`config.mk`:
```
export PLATFORM = sky130hd
export DESIGN_NAME = limited_setpoint_store
export DESIGN_NICKNAME = d
export VERILOG_FILES = /design/src/design/lss_pkg.sv /design/src/design/lss_csr.sv /design/src/design/lss_entry_table.sv /design/src/design/lss_update.sv /design/src/design/limited_setpoint_store.sv
export SDC_FILE = /design/constraint.sdc
export NUM_CORES = 1
export LEC_CHECK = 0
export BUFFER_PORTS_ARGS = -buffer_cell sky130_fd_sc_hd__buf_2
export CAP_MARGIN = 20
export CORE_UTILIZATION = 25
export DETAILED_ROUTE_END_ITERATION = 8
export PLACE_DENSITY = 0.42
export SKIP_CTS_REPAIR_TIMING = 1
export SLEW_MARGIN = 20
export SYNTH_ARGS = -nofsm -noshare
export SYNTH_HDL_FRONTEND = slang
export SYNTH_SLANG_ARGS = --single-unit
```
`constraint.sdc`:
```
create_clock -name clock -period 13.5 [get_ports clock]
set_input_delay 2.7 -clock clock [delete_from_list [all_inputs] [get_ports clock]]
set_output_delay 2.7 -clock clock [all_outputs]
set_load 0.01 [all_outputs]
```
`src/design/lss_pkg.sv`:
```
// lss_pkg: shared types, constants and helpers for limited_setpoint_store.
// Used by every module of the block and by the port checker.
// No dependencies.
package lss_pkg;

   localparam int unsigned SETTING_WIDTH_DEFAULT = 16;
   localparam int unsigned FIELD_WIDTH           = 16;
   localparam int unsigned NUM_ENTRIES           = 6;
   localparam int unsigned NUM_REGS              = 8;
   localparam int unsigned CSR_ADDR_WIDTH        = 5;
   localparam int unsigned CSR_DATA_WIDTH        = 32;

   typedef logic [2:0] reg_idx_type;
   typedef logic [2:0] entry_idx_type;

   // configuration register map (byte address = 4 * index)
   localparam reg_idx_type REG_VOLT5_ABS_MIN      = 3'd0;
   localparam reg_idx_type REG_VOLT5_ABS_MAX      = 3'd1;
   localparam reg_idx_type REG_VOLT12_ABS_MIN     = 3'd2;
   localparam reg_idx_type REG_VOLT12_ABS_MAX     = 3'd3;
   localparam reg_idx_type REG_LOWRANGE_ABS_MIN   = 3'd4;
   localparam reg_idx_type REG_LOWRANGE_ABS_MAX   = 3'd5;
   localparam reg_idx_type REG_HIGHRANGE_ABS_MIN  = 3'd6;
   localparam reg_idx_type REG_HIGHRANGE_ABS_MAX  = 3'd7;

   // entry order
   localparam entry_idx_type ENTRY_V5_VOLT      = 3'd0;
   localparam entry_idx_type ENTRY_V5_CUR_LOW   = 3'd1;
   localparam entry_idx_type ENTRY_V5_CUR_HIGH  = 3'd2;
   localparam entry_idx_type ENTRY_V12_VOLT     = 3'd3;
   localparam entry_idx_type ENTRY_V12_CUR_LOW  = 3'd4;
   localparam entry_idx_type ENTRY_V12_CUR_HIGH = 3'd5;

   localparam logic [FIELD_WIDTH-1:0] RESET_SETTING [NUM_ENTRIES] = '{
      16'd5000, 16'd4000, 16'd4000, 16'd12000, 16'd2000, 16'd4000
   };

   // absolute-min register per entry; the max register is the odd one above it
   localparam reg_idx_type ABS_MIN_REG [NUM_ENTRIES] = '{
      REG_VOLT5_ABS_MIN, REG_LOWRANGE_ABS_MIN, REG_HIGHRANGE_ABS_MIN,
      REG_VOLT12_ABS_MIN, REG_LOWRANGE_ABS_MIN, REG_LOWRANGE_ABS_MIN
   };

   localparam logic CMD_SET_VALUE = 1'b0;
   localparam logic CMD_SET_LIMIT = 1'b1;
   localparam logic SIDE_LOW      = 1'b0;
   localparam logic SIDE_HIGH     = 1'b1;

   typedef enum logic [2:0] {
      STATUS_OK       = 3'd0,
      STATUS_SOFT_MIN = 3'd1,
      STATUS_SOFT_MAX = 3'd2,
      STATUS_ABS_MIN  = 3'd3,
      STATUS_ABS_MAX  = 3'd4
   } status_type;

   typedef struct packed {
      logic               command;
      logic               channel_sel;
      logic               quantity;
      logic               range_sel;
      logic               limit_side;
      logic               limit_enable;
      logic signed [31:0] target_value;
   } req_type;

   typedef struct packed {
      status_type             status;
      logic [FIELD_WIDTH-1:0] setting_out;
      logic [FIELD_WIDTH-1:0] low_limit_out;
      logic [FIELD_WIDTH-1:0] high_limit_out;
      logic                   low_enabled_out;
      logic                   high_enabled_out;
   } rsp_type;

   function automatic entry_idx_type entry_index(input logic ch, input logic qty,
                                                 input logic rng);
      entry_idx_type idx;
      if (!qty) begin
         idx = ch ? ENTRY_V12_VOLT : ENTRY_V5_VOLT;
      end else if (!rng) begin
         idx = ch ? ENTRY_V12_CUR_LOW : ENTRY_V5_CUR_LOW;
      end else begin
         idx = ch ? ENTRY_V12_CUR_HIGH : ENTRY_V5_CUR_HIGH;
      end
      return idx;
   endfunction

   function automatic reg_idx_type abs_max_reg(input reg_idx_type min_reg);
      return {min_reg[2:1], 1'b1};
   endfunction

endpackage

```
`src/design/lss_csr.sv`:
```
// lss_csr: APB-style register file for the eight absolute limits.
// Depends on lss_pkg.
module lss_csr import lss_pkg::*; #(
   parameter int unsigned SW = FIELD_WIDTH
) (
   input  logic                      clock,
   input  logic                      reset,
   input  logic                      csr_psel,
   input  logic                      csr_penable,
   input  logic                      csr_pwrite,
   input  logic [CSR_ADDR_WIDTH-1:0] csr_paddr,
   input  logic [CSR_DATA_WIDTH-1:0] csr_pwdata,
   output logic [CSR_DATA_WIDTH-1:0] csr_prdata,
   output logic                      csr_pready,
   output logic [SW-1:0]             cfg_regs [NUM_REGS]
);

   logic [SW-1:0] cfg_ff [NUM_REGS];
   reg_idx_type   idx;
   logic          wr_en;

   assign idx   = csr_paddr[CSR_ADDR_WIDTH-1:2];
   assign wr_en = csr_psel & csr_penable & csr_pwrite;

   always_ff @(posedge clock) begin
      if (reset) begin
         for (int i = 0; i < NUM_REGS; i++) begin
            // odd registers are maxima and reset to all ones
            cfg_ff[i] <= (i % 2 == 1) ? '1 : '0;
         end
      end else if (wr_en) begin
         cfg_ff[idx] <= csr_pwdata[SW-1:0];
      end
   end

   assign csr_prdata = CSR_DATA_WIDTH'(cfg_ff[idx]);
   assign csr_pready = 1'b1;
   assign cfg_regs   = cfg_ff;

endmodule

```
`src/design/lss_entry_table.sv`:
```
// lss_entry_table: six setpoint entries (setting, soft limits, enables).
// One read/write port at the addressed entry. Depends on lss_pkg.
module lss_entry_table import lss_pkg::*; #(
   parameter int unsigned SW = FIELD_WIDTH
) (
   input  logic          clock,
   input  logic          reset,
   input  entry_idx_type idx,
   input  logic          wr_en,
   input  logic [SW-1:0] wr_setting,
   input  logic [SW-1:0] wr_low,
   input  logic [SW-1:0] wr_high,
   input  logic          wr_low_en,
   input  logic          wr_high_en,
   output logic [SW-1:0] rd_setting,
   output logic [SW-1:0] rd_low,
   output logic [SW-1:0] rd_high,
   output logic          rd_low_en,
   output logic          rd_high_en
);

   logic [SW-1:0] setting_ff [NUM_ENTRIES];
   logic [SW-1:0] low_ff     [NUM_ENTRIES];
   logic [SW-1:0] high_ff    [NUM_ENTRIES];
   logic          low_en_ff  [NUM_ENTRIES];
   logic          high_en_ff [NUM_ENTRIES];

   always_ff @(posedge clock) begin
      if (reset) begin
         for (int i = 0; i < NUM_ENTRIES; i++) begin
            setting_ff[i] <= RESET_SETTING[i][SW-1:0];
            low_ff[i]     <= '0;
            high_ff[i]    <= '1;
            low_en_ff[i]  <= 1'b0;
            high_en_ff[i] <= 1'b0;
         end
      end else if (wr_en) begin
         setting_ff[idx] <= wr_setting;
         low_ff[idx]     <= wr_low;
         high_ff[idx]    <= wr_high;
         low_en_ff[idx]  <= wr_low_en;
         high_en_ff[idx] <= wr_high_en;
      end
   end

   assign rd_setting = setting_ff[idx];
   assign rd_low     = low_ff[idx];
   assign rd_high    = high_ff[idx];
   assign rd_low_en  = low_en_ff[idx];
   assign rd_high_en = high_en_ff[idx];

endmodule

```
`src/design/lss_update.sv`:
```
// lss_update: clamp logic for one item; new entry contents and status.
// Purely combinational. Depends on lss_pkg.
module lss_update import lss_pkg::*; #(
   parameter int unsigned SW = FIELD_WIDTH
) (
   input  req_type       req,
   input  logic [SW-1:0] cur_setting,
   input  logic [SW-1:0] cur_low,
   input  logic [SW-1:0] cur_high,
   input  logic          cur_low_en,
   input  logic          cur_high_en,
   input  logic [SW-1:0] abs_min,
   input  logic [SW-1:0] abs_max,
   output logic [SW-1:0] new_setting,
   output logic [SW-1:0] new_low,
   output logic [SW-1:0] new_high,
   output logic          new_low_en,
   output logic          new_high_en,
   output status_type    status
);

   function automatic logic signed [31:0] ext(input logic [SW-1:0] x);
      return $signed(32'(x));
   endfunction

   logic signed [31:0] v_abs;
   logic signed [31:0] v_set;
   status_type         st_abs;
   status_type         st_set;

   always_comb begin
      // new limit: absolute clamp only
      v_abs  = $signed(req.target_value);
      st_abs = STATUS_OK;
      if (v_abs <= ext(abs_min)) begin
         v_abs  = ext(abs_min);
         st_abs = STATUS_ABS_MIN;
      end
      if (v_abs >= ext(abs_max)) begin
         v_abs  = ext(abs_max);
         st_abs = STATUS_ABS_MAX;
      end

      new_low     = cur_low;
      new_high    = cur_high;
      new_low_en  = cur_low_en;
      new_high_en = cur_high_en;
      if (req.command == CMD_SET_LIMIT) begin
         if (req.limit_side == SIDE_LOW) begin
            new_low    = v_abs[SW-1:0];
            new_low_en = req.limit_enable;
         end else begin
            new_high    = v_abs[SW-1:0];
            new_high_en = req.limit_enable;
         end
      end

      // setting: soft low, soft high, abs min, abs max; last hit wins
      v_set  = (req.command == CMD_SET_LIMIT) ? ext(cur_setting) : $signed(req.target_value);
      st_set = STATUS_OK;
      if (new_low_en && v_set <= ext(new_low)) begin
         v_set  = ext(new_low);
         st_set = STATUS_SOFT_MIN;
      end
      if (new_high_en && v_set >= ext(new_high)) begin
         v_set  = ext(new_high);
         st_set = STATUS_SOFT_MAX;
      end
      if (v_set <= ext(abs_min)) begin
         v_set  = ext(abs_min);
         st_set = STATUS_ABS_MIN;
      end
      if (v_set >= ext(abs_max)) begin
         v_set  = ext(abs_max);
         st_set = STATUS_ABS_MAX;
      end

      new_setting = v_set[SW-1:0];
      status      = (req.command == CMD_SET_LIMIT) ? st_abs : st_set;
   end

endmodule

```
`src/design/limited_setpoint_store.sv`:
```
// limited_setpoint_store: six power-supply setpoint entries with soft and
// absolute limits. Depends on lss_pkg, lss_csr, lss_entry_table, lss_update.
//
//   Channel  Direction  Handshake              Beat payload
//   req_     in         req_valid / req_stall  req_type: command, entry select, value
//   rsp_     out        rsp_valid / rsp_stall  rsp_type: status, entry contents
//   csr_     in/out     APB psel/penable       eight 16-bit limit registers
//
// One beat per cycle sustained while rsp_stall is low; path: input register,
// then the clamp logic and entry table update into the result register.
// The entry table is written when an item moves into the result register,
// so the next item already sees the updated entry.
// Reset (synchronous) clears both valid flags and loads the table and limit
// registers with their defaults; no clearing pass.
// A stalled result holds the item in the input register; req_stall rises only
// when both registers are full.
module limited_setpoint_store import lss_pkg::*; #(
   parameter int unsigned SETTING_WIDTH = SETTING_WIDTH_DEFAULT
) (
   input  logic                      clock,
   input  logic                      reset,
   // item channel
   input  logic                      req_valid,
   output logic                      req_stall,
   input  req_type                   req_data,
   // result channel
   output logic                      rsp_valid,
   input  logic                      rsp_stall,
   output rsp_type                   rsp_data,
   // configuration port
   input  logic                      csr_psel,
   input  logic                      csr_penable,
   input  logic                      csr_pwrite,
   input  logic [CSR_ADDR_WIDTH-1:0] csr_paddr,
   input  logic [CSR_DATA_WIDTH-1:0] csr_pwdata,
   output logic [CSR_DATA_WIDTH-1:0] csr_prdata,
   output logic                      csr_pready
);

   // stored width: at most the 16-bit field width is ever used
   localparam int unsigned SW = (SETTING_WIDTH < FIELD_WIDTH) ? SETTING_WIDTH : FIELD_WIDTH;

   logic          in_valid_ff, in_valid_in;
   req_type       in_data_ff;
   logic          out_valid_ff, out_valid_in;
   rsp_type       out_data_ff;
   logic          req_accept;
   logic          advance;

   logic [SW-1:0] cfg_regs [NUM_REGS];
   entry_idx_type entry;
   reg_idx_type   min_reg;
   logic [SW-1:0] abs_min, abs_max;

   logic [SW-1:0] cur_setting, cur_low, cur_high;
   logic          cur_low_en, cur_high_en;
   logic [SW-1:0] new_setting, new_low, new_high;
   logic          new_low_en, new_high_en;
   status_type    status;

   // ---- flow control ----
   assign advance      = in_valid_ff & (~out_valid_ff | ~rsp_stall);
   assign req_stall    = in_valid_ff & ~advance;
   assign req_accept   = req_valid & ~req_stall;
   assign in_valid_in  = req_accept | (in_valid_ff & ~advance);
   assign out_valid_in = advance | (out_valid_ff & rsp_stall);

   always_ff @(posedge clock) begin
      if (reset) begin
         in_valid_ff  <= 1'b0;
         out_valid_ff <= 1'b0;
      end else begin
         in_valid_ff  <= in_valid_in;
         out_valid_ff <= out_valid_in;
      end
   end

   // payload registers, no reset
   always_ff @(posedge clock) begin
      if (req_accept) begin
         in_data_ff <= req_data;
      end
      if (advance) begin
         out_data_ff.status           <= status;
         out_data_ff.setting_out      <= FIELD_WIDTH'(new_setting);
         out_data_ff.low_limit_out    <= FIELD_WIDTH'(new_low);
         out_data_ff.high_limit_out   <= FIELD_WIDTH'(new_high);
         out_data_ff.low_enabled_out  <= new_low_en;
         out_data_ff.high_enabled_out <= new_high_en;
      end
   end

   assign rsp_valid = out_valid_ff;
   assign rsp_data  = out_data_ff;

   // ---- entry addressing and absolute range lookup ----
   assign entry   = entry_index(in_data_ff.channel_sel, in_data_ff.quantity,
                                in_data_ff.range_sel);
   assign min_reg = ABS_MIN_REG[entry];
   assign abs_min = cfg_regs[min_reg];
   assign abs_max = cfg_regs[abs_max_reg(min_reg)];

   lss_csr #(.SW(SW)) u_csr (
      .clock       (clock),
      .reset       (reset),
      .csr_psel    (csr_psel),
      .csr_penable (csr_penable),
      .csr_pwrite  (csr_pwrite),
      .csr_paddr   (csr_paddr),
      .csr_pwdata  (csr_pwdata),
      .csr_prdata  (csr_prdata),
      .csr_pready  (csr_pready),
      .cfg_regs    (cfg_regs)
   );

   lss_entry_table #(.SW(SW)) u_table (
      .clock      (clock),
      .reset      (reset),
      .idx        (entry),
      .wr_en      (advance),
      .wr_setting (new_setting),
      .wr_low     (new_low),
      .wr_high    (new_high),
      .wr_low_en  (new_low_en),
      .wr_high_en (new_high_en),
      .rd_setting (cur_setting),
      .rd_low     (cur_low),
      .rd_high    (cur_high),
      .rd_low_en  (cur_low_en),
      .rd_high_en (cur_high_en)
   );

   lss_update #(.SW(SW)) u_update (
      .req         (in_data_ff),
      .cur_setting (cur_setting),
      .cur_low     (cur_low),
      .cur_high    (cur_high),
      .cur_low_en  (cur_low_en),
      .cur_high_en (cur_high_en),
      .abs_min     (abs_min),
      .abs_max     (abs_max),
      .new_setting (new_setting),
      .new_low     (new_low),
      .new_high    (new_high),
      .new_low_en  (new_low_en),
      .new_high_en (new_high_en),
      .status      (status)
   );

endmodule

```
==> results.md, run 1 <==
• 29.1% — Area growth syn-to-layout
• 621 — number of flip-flops and latches in the synthesized netlist
• rsp_data[42] — capture instance of the worst register-to-register path
• 8 — router iterations before antenna repair
• sky130_fd_sc_hd__edfxtp_1 — most used flip-flop cell after synthesis
• yes — setup repair after global routing missed its margin
• 358 µm — overall die height
• setup timing — violations in the final reports
• 24.5 µm — detail-routed net length per standard cell
• 676 x sky130_fd_sc_hd__nand2_1, 491 x sky130_fd_sc_hd__edfxtp_1, 463 x sky130_fd_sc_hd__buf_4 — highest-count cells in the layout ignoring fill and taps
• 0 — number of antenna cells inserted
• 0.06 ns — clock transition at the registers of the reported paths
• -0.47 ns — worst-case register-to-register setup slack
• 14.36 ns — worst path arrival time
• 126000 µm² — area inside the core boundary
• 491 — number of enable-type register cells in the synthesized netlist
• 0 — post-route DRC violation count
• 20.0% — global router's overall resource usage
• sky130_fd_sc_hd__edfxtp_1 — cell with the largest stage delay on the worst path
• 0.958 — final RePlAce weighted congestion
• 98 — synth unique cells
• 3159 — number of instances in the synthesized netlist
• 80 — largest net degree at the start of global routing
• 13.90 ns — required time of the critical path
• 103% — Tcrit/Tclk final
• 0 — number of hold violations in the final report
• 26432 — detailed-route via count
• 5 — number of antenna violations at the first check in global routing
• 3 — H-Tree Level Count
• sky130_fd_sc_hd__clkbuf_16 — root buffer selected by CTS
• sky130_fd_sc_hd__nand2_1 — most common cell after layout, fill and taps aside
• 0.69 ns — clock latency of the later-clocked register in the worst-skew pair
• finished, violations left — status
• 128000 µm² — DIE AREA
• 26.6% — layout cell share with drive strength beyond 1
• sky130_fd_sc_hd__buf_4 — cell with the most instances on the worst path
• 4.94 — per-cell via count in the routed design
• rsp_data[42] — Worst Setup EP
• 0 — yosys warns
• 358 µm — die width
• 140 nW/µm² — Cell Pwr Density
• 170 — I/O pin cnt
• 31700 µm² — Mapped Area
• 0.45 ns — slowest cell delay on critical path
• 0.0961 mV — Worst IR Drop VDD
• 10.0 µm² — Synth Area per Inst
• -1.59 ns — worst slack after detailed placement
• 25.2% — Initial Utilization
• 25348 — number of global-route vias before repair
• 12952 — fillers
• 76 — total clock buffers created by CTS
• 40900 µm² — cell area after layout
• 2234 — Iter 0 DRT Violations
• 3 — maximum clock insertion buffer count
• done — TritonCTS clock tree
• 3820 — total number of nets in the final design
• 134 — number of port buffers
• 184000 µm — global-route wire length before repair
• register to register — class of the tightest hold or removal check
• 0 — Slew Viols, Final
• 0.0288 ns — Setup Skew
• register to register — Worst Setup Path Type
• in_data_ff[34] — launching point of the worst reg2reg path
• 15.3 nW — static leakage
• 22.0% — Max transition margin
• 1.17 ns — transition time at the pin with the least slew margin
• 0 — max-capacitance violation count
• 73 — logic depth of the worst register-to-register path
• 13.97 ns — clock period minus worst slack
• in_data_ff[34] — Worst Setup SP
• 54.7% — share of the yosys chip area belonging to registers
• 37200 µm² — standard cell area after detailed placement
• u_csr.cfg_regs[113] — worst min-delay path startpoint
• 131000 µm — drt total wl
• 147 — final count of negative-setup-slack endpoints
• register — kind of launch point of the worst setup path
• 130 — Rows
• register — type of destination of the critical path
• -0.465 ns — post-layout worst setup margin
• 621 — number of sinks handled by clock tree synthesis
• 0.0716 GHz — maximum operating frequency
• 0 — final antenna-violating net count
• 89400 µm — dpl hpwl
• 0 — grt ovf
• 9 — crit path max fanout
• 0% — fraction of registers with async set/reset
[where the power goes]
group | internal, mW | switching [mW] | total, mW
clock network | 1.19 | 0.838 | 2.02
logic | 0.611 | 0.918 | 1.53
registers | 2.14 | 0.0227 | 2.16
[metal layers]
metal | share of wire, % | vias up | global-route usage [%]
met5 | 0.027 | - | 0
met4 | 2.9 | 6 | 6.34
met3 | 6.0 | 168 | 3.97
met2 | 47 | 753 | 32.2
met1 | 44 | 13141 | 26.9
li1 | - | 12364 | -
[synthesized netlist by cell type (8+ instances only)]
| cell type | instances | area, µm² |
|---|---|---|
| sky130_fd_sc_hd__a211o_1 | 68 | 596 |
| sky130_fd_sc_hd__a211oi_1 | 24 | 180 |
| sky130_fd_sc_hd__a21o_1 | 11 | 82.6 |
| sky130_fd_sc_hd__a21oi_1 | 217 | 1090 |
| sky130_fd_sc_hd__a22oi_1 | 67 | 503 |
| sky130_fd_sc_hd__a31oi_1 | 24 | 150 |
| sky130_fd_sc_hd__and2_1 | 23 | 144 |
| sky130_fd_sc_hd__and3_1 | 16 | 100 |
| sky130_fd_sc_hd__buf_1 | 20 | 75.1 |
| sky130_fd_sc_hd__buf_2 | 58 | 290 |
| sky130_fd_sc_hd__buf_4 | 45 | 338 |
| sky130_fd_sc_hd__clkbuf_1 | 125 | 469 |
| sky130_fd_sc_hd__dfxtp_1 | 130 | 2600 |
| sky130_fd_sc_hd__edfxtp_1 | 491 | 14700 |
| sky130_fd_sc_hd__ha_1 | 96 | 1200 |
| sky130_fd_sc_hd__inv_1 | 74 | 278 |
| sky130_fd_sc_hd__mux2_2 | 17 | 191 |
| sky130_fd_sc_hd__mux2i_1 | 55 | 551 |
| sky130_fd_sc_hd__nand2_1 | 683 | 2560 |
| sky130_fd_sc_hd__nand2b_1 | 16 | 100 |
| sky130_fd_sc_hd__nand3_1 | 219 | 1100 |
| sky130_fd_sc_hd__nand4_1 | 29 | 181 |
| sky130_fd_sc_hd__nor2_1 | 204 | 766 |
| sky130_fd_sc_hd__nor2b_1 | 83 | 519 |
| sky130_fd_sc_hd__nor3_1 | 38 | 190 |
| sky130_fd_sc_hd__o2111ai_1 | 9 | 78.8 |
| sky130_fd_sc_hd__o211ai_1 | 19 | 143 |
| sky130_fd_sc_hd__o21a_1 | 23 | 173 |
| sky130_fd_sc_hd__o21ai_0 | 40 | 200 |
| sky130_fd_sc_hd__o21ai_1 | 21 | 105 |
| sky130_fd_sc_hd__o221ai_1 | 8 | 70.1 |
| sky130_fd_sc_hd__o22a_1 | 9 | 78.8 |
| sky130_fd_sc_hd__o22ai_1 | 22 | 138 |
| sky130_fd_sc_hd__o32ai_1 | 8 | 70.1 |
| sky130_fd_sc_hd__or2_2 | 15 | 93.8 |
[flip-flops by register name (all words and copies together), names as in the netlist, 8 cells and up]
register	flops
in_data_ff	38
u_table.high_en_ff	8
u_table.high_ff	128
u_table.low_en_ff	8
u_table.low_ff	128
u_table.setting_ff	128
rsp_data	53
u_csr.cfg_regs	128
[stage by stage]
| step | hold slack [ns] | power, mW | setup TNS (ns) | instances | utilization (%) |
|---|---|---|---|---|---|
| 6_report | 0.472 | 5.72 | -53.11 | 5350 | 32.6 |
| 5_1_grt | 0.507 | 5.94 | -119.95 | 5350 | 32.6 |
| 4_1_cts | 0.472 | 5.60 | -204.37 | 5312 | 31.6 |
| 3_5_place_dp | 0.463 | 3.56 | -191.51 | 5176 | 29.6 |
| 3_3_place_gp | 0.461 | 3.56 | -188.72 | 5176 | 29.6 |
| 2_1_floorplan | 0.444 | 2.88 | 0 | 3174 | - |
[cell type report]
class / count / area, µm² / share of cell area [%]
sequential: 621 / 17300 / 42.4
multi-input combinational: 2226 / 13900 / 33.9
timing repair buffer: 640 / 4910 / 12.0
clock buffer: 101 / 2130 / 5.20
tap: 1650 / 2060 / 5.04
clock inverter: 35 / 309 / 0.755
inverter: 77 / 289 / 0.706
[how the worst min path moves through the flow]
stage / endpoint / slack, ns / depth (start not counted)
2_1_floorplan: u_csr.cfg_regs[112] / 0.44 / 2
3_3_place_gp: u_csr.cfg_regs[83] / 0.46 / 2
3_5_place_dp: u_csr.cfg_regs[83] / 0.46 / 2
4_1_cts: u_csr.cfg_regs[113] / 0.47 / 2
5_1_grt: u_csr.cfg_regs[83] / 0.51 / 2
6_report: u_csr.cfg_regs[113] / 0.47 / 2
[critical path, delay by kind of cell (launching register included)]
kind | cells | cell delay (ns)
multiplexers | 1 | 0.06
flip-flops | 1 | 0.45
AO/OA/AOI/OAI | 27 | 4.98
buffers and inverters | 20 | 3.13
AND/OR/NAND/NOR | 18 | 3.26
adder cells (fa/ha/maj) | 7 | 1.72
[logic make-up after synthesis]
logic type | Yosys count | synth area share [%]
mux | 77 | 2.58
other cells | 2 | 0.0237
fa+ha+maj | 96 | 3.79
compound gates | 665 | 14.9
flops | 621 | 54.7
xor+xnor | 1 | 0.0276
buf+inv | 329 | 4.75
simple gates | 1368 | 19.3
No activity file was read; power rests on OpenSTA's default activity.
==> run 2, diff against run 1 <==
BUFFER_PORTS_ARGS = unset   (was -buffer_cell sky130_fd_sc_hd__buf_2)
DONT_BUFFER_PORTS = 1   (was unset)
PLACE_DENSITY = 0.41   (was 0.42)
==> results.md, run 2 (synthesized netlist as in run 1, its figures left out) <==
• finished, violations left — status
• setup timing — violations in the final reports
• 358 µm — die width, unchanged
• 128000 µm² — DIE AREA, unchanged
• 0.0508 ns — Setup Skew, +0.0220 ns
• 621 — number of sinks handled by clock tree synthesis, unchanged
• 25.1% — Max transition margin, +3.1 points
• 0.68 ns — clock latency of the later-clocked register in the worst-skew pair, about the same
• 29.8% — Area growth syn-to-layout
• 20.1% — global router's overall resource usage, +0.12 points
• 0 — grt ovf, unchanged
• 663 x sky130_fd_sc_hd__nand2_1, 513 x sky130_fd_sc_hd__buf_4, 491 x sky130_fd_sc_hd__edfxtp_1 — highest-count cells in the layout ignoring fill and taps
• 0.05 ns — clock transition at the registers of the reported paths, about the same
• register — kind of launch point of the worst setup path
• 3 — H-Tree Level Count, unchanged
• 0 — max-capacitance violation count, unchanged
• 0 — Slew Viols, Final, unchanged
• 15 — number of antenna violations at the first check in global routing, +10
• 0.48 ns — slowest cell delay on critical path, +0.03 ns
• 132000 µm — drt total wl, +1.0%
• 103% — Tcrit/Tclk final, -0.44 points
• sky130_fd_sc_hd__nand2_1 — most common cell after layout, fill and taps aside
• 0.0719 GHz — maximum operating frequency, +0.43%
• 25.2% — Initial Utilization, unchanged
• -0.406 ns — post-layout worst setup margin, +0.0592 ns
• 0 — final antenna-violating net count, unchanged
• 1.12 ns — transition time at the pin with the least slew margin, -0.0471 ns
• 0.0952 mV — Worst IR Drop VDD, -0.92%
• 90600 µm — dpl hpwl, +1.3%
• 0 — post-route DRC violation count, unchanged
• 15.1 nW — static leakage, -1.4%
• sky130_fd_sc_hd__buf_4 — cell with the most instances on the worst path
• met5 — highest layer used for signal routing
• 3745 — total number of nets in the final design, -2.0%
• 58800 µm — sum of routed wire segments on met1, +0.91%
• -40.26 ns — Sum Neg Setup Slack, +12.84 ns
• 26212 — detailed-route via count, -0.83%
• 4.97 — per-cell via count in the routed design, +0.58%
• register to register — Worst Setup Path Type
• 12977 — fillers, +0.19%
• 0 — number of port buffers, -100%
• yes — setup repair after global routing missed its margin
• 147 — final count of negative-setup-slack endpoints, unchanged
• 130 — Rows, unchanged
• done — TritonCTS clock tree
• 62400 µm — total met2 wirelength after detailed routing, +2.3%
• 26.5% — layout cell share with drive strength beyond 1, -0.12 points
• 139 nW/µm² — Cell Pwr Density, -0.16%
• 126000 µm² — area inside the core boundary, unchanged
• 2062 — Iter 0 DRT Violations, -7.7%
• 78 — total clock buffers created by CTS, +2.6%
• register to register — class of the tightest hold or removal check
• 25.1 µm — detail-routed net length per standard cell, +2.5%
• 170 — I/O pin cnt, unchanged
• 32.7% — share of the core filled with cells in the final layout, +0.18 points
• 5 — router iterations before antenna repair, -3
• 0 — number of hold violations in the final report, unchanged
• 13.91 ns — clock period minus worst slack, -0.0592 ns
• register — type of destination of the critical path
• 12 — crit path max fanout, +3
• 140 — largest net degree at the start of global routing, +75%
• sky130_fd_sc_hd__edfxtp_1 — cell with the largest stage delay on the worst path
• sky130_fd_sc_hd__clkbuf_16 — root buffer selected by CTS
• 185000 µm — global-route wire length before repair, +0.99%
• 0.952 — final RePlAce weighted congestion, -0.67%
• 13.89 ns — required time of the critical path, about the same
• 7370 µm — met3 wire length, -6.9%
• 14.29 ns — worst path arrival time, -0.07 ns
• 3 — maximum clock insertion buffer count, unchanged
• 25310 — number of global-route vias before repair, -0.15%
• 358 µm — overall die height, unchanged
==> run 2: layer usage <==
layer | up-vias | global-route usage (%)
li1 | 12192 | -
met1 | 13049 | 27.0
met2 | 774 | 33.2
met3 | 183 | 3.67
met4 | 14 | 5.29
met5 | - | 0
==> run 2: power breakdown <==
| group | total (mW) | leakage, nW | internal (mW) | switching (mW) |
|---|---|---|---|---|
| clock | 2.02 | 1.17 | 1.16 | 0.859 |
| sequential | 2.17 | 5.58 | 2.14 | 0.0333 |
| combinational | 1.55 | 8.32 | 0.634 | 0.911 |
==> run 2: critical path: cells and delay by family (launching register included) <==
| kind | cells | cell delay [ns] |
|---|---|---|
| muxes | 1 | 0.19 |
| and+or+nand+nor | 17 | 2.86 |
| DFF | 1 | 0.48 |
| buffers and inverters | 23 | 3.40 |
| adders and majority gates | 7 | 1.66 |
| AOI/OAI and AO/OA | 26 | 4.98 |
==> run 2: path summary, 6_finish.rpt <==
check                            from                        to  slack, ns  cells after the start
setup reg to reg       in_data_ff[34]  u_table.setting_ff[6][8]      -0.41                     74
hold reg to reg   u_csr.cfg_regs[113]       u_csr.cfg_regs[113]       0.48                      2
setup / recovery       in_data_ff[34]  u_table.setting_ff[6][8]      -0.41                     74
hold / removal    u_csr.cfg_regs[113]       u_csr.cfg_regs[113]       0.48                      2
==> run 2: area by class of cell <==
| cell class | instances | area (µm²) | share of cell area, % |
|---|---|---|---|
| Inverter | 77 | 292 | 0.708 |
| Timing Repair Buffer | 564 | 4720 | 11.5 |
| Tap cell | 1650 | 2060 | 5.02 |
| Clock inverter | 36 | 372 | 0.903 |
| Sequential cell | 621 | 17300 | 42.1 |
| Antenna cell | 2 | 5.00 | 0.0122 |
| Multi-Input combinational cell | 2225 | 14300 | 34.8 |
| Clock buffer | 100 | 2050 | 4.99 |
==> run 2: per-stage QoR <==
| step | worst slack, ns | total power [mW] | cell area [µm²] | hold slack [ns] | std cells |
|---|---|---|---|---|---|
| after floorplan | 0.00730 | 2.88 | 31800 | 0.444 | 3174 |
| after global placement | -1.74 | 3.56 | 36800 | 0.457 | 5074 |
| after detailed placement | -1.65 | 3.56 | 36800 | 0.459 | 5074 |
| after CTS | -1.74 | 5.60 | 39300 | 0.467 | 5210 |
| after global routing | -0.772 | 5.97 | 41200 | 0.495 | 5274 |
| final | -0.406 | 5.74 | 41200 | 0.478 | 5275 |
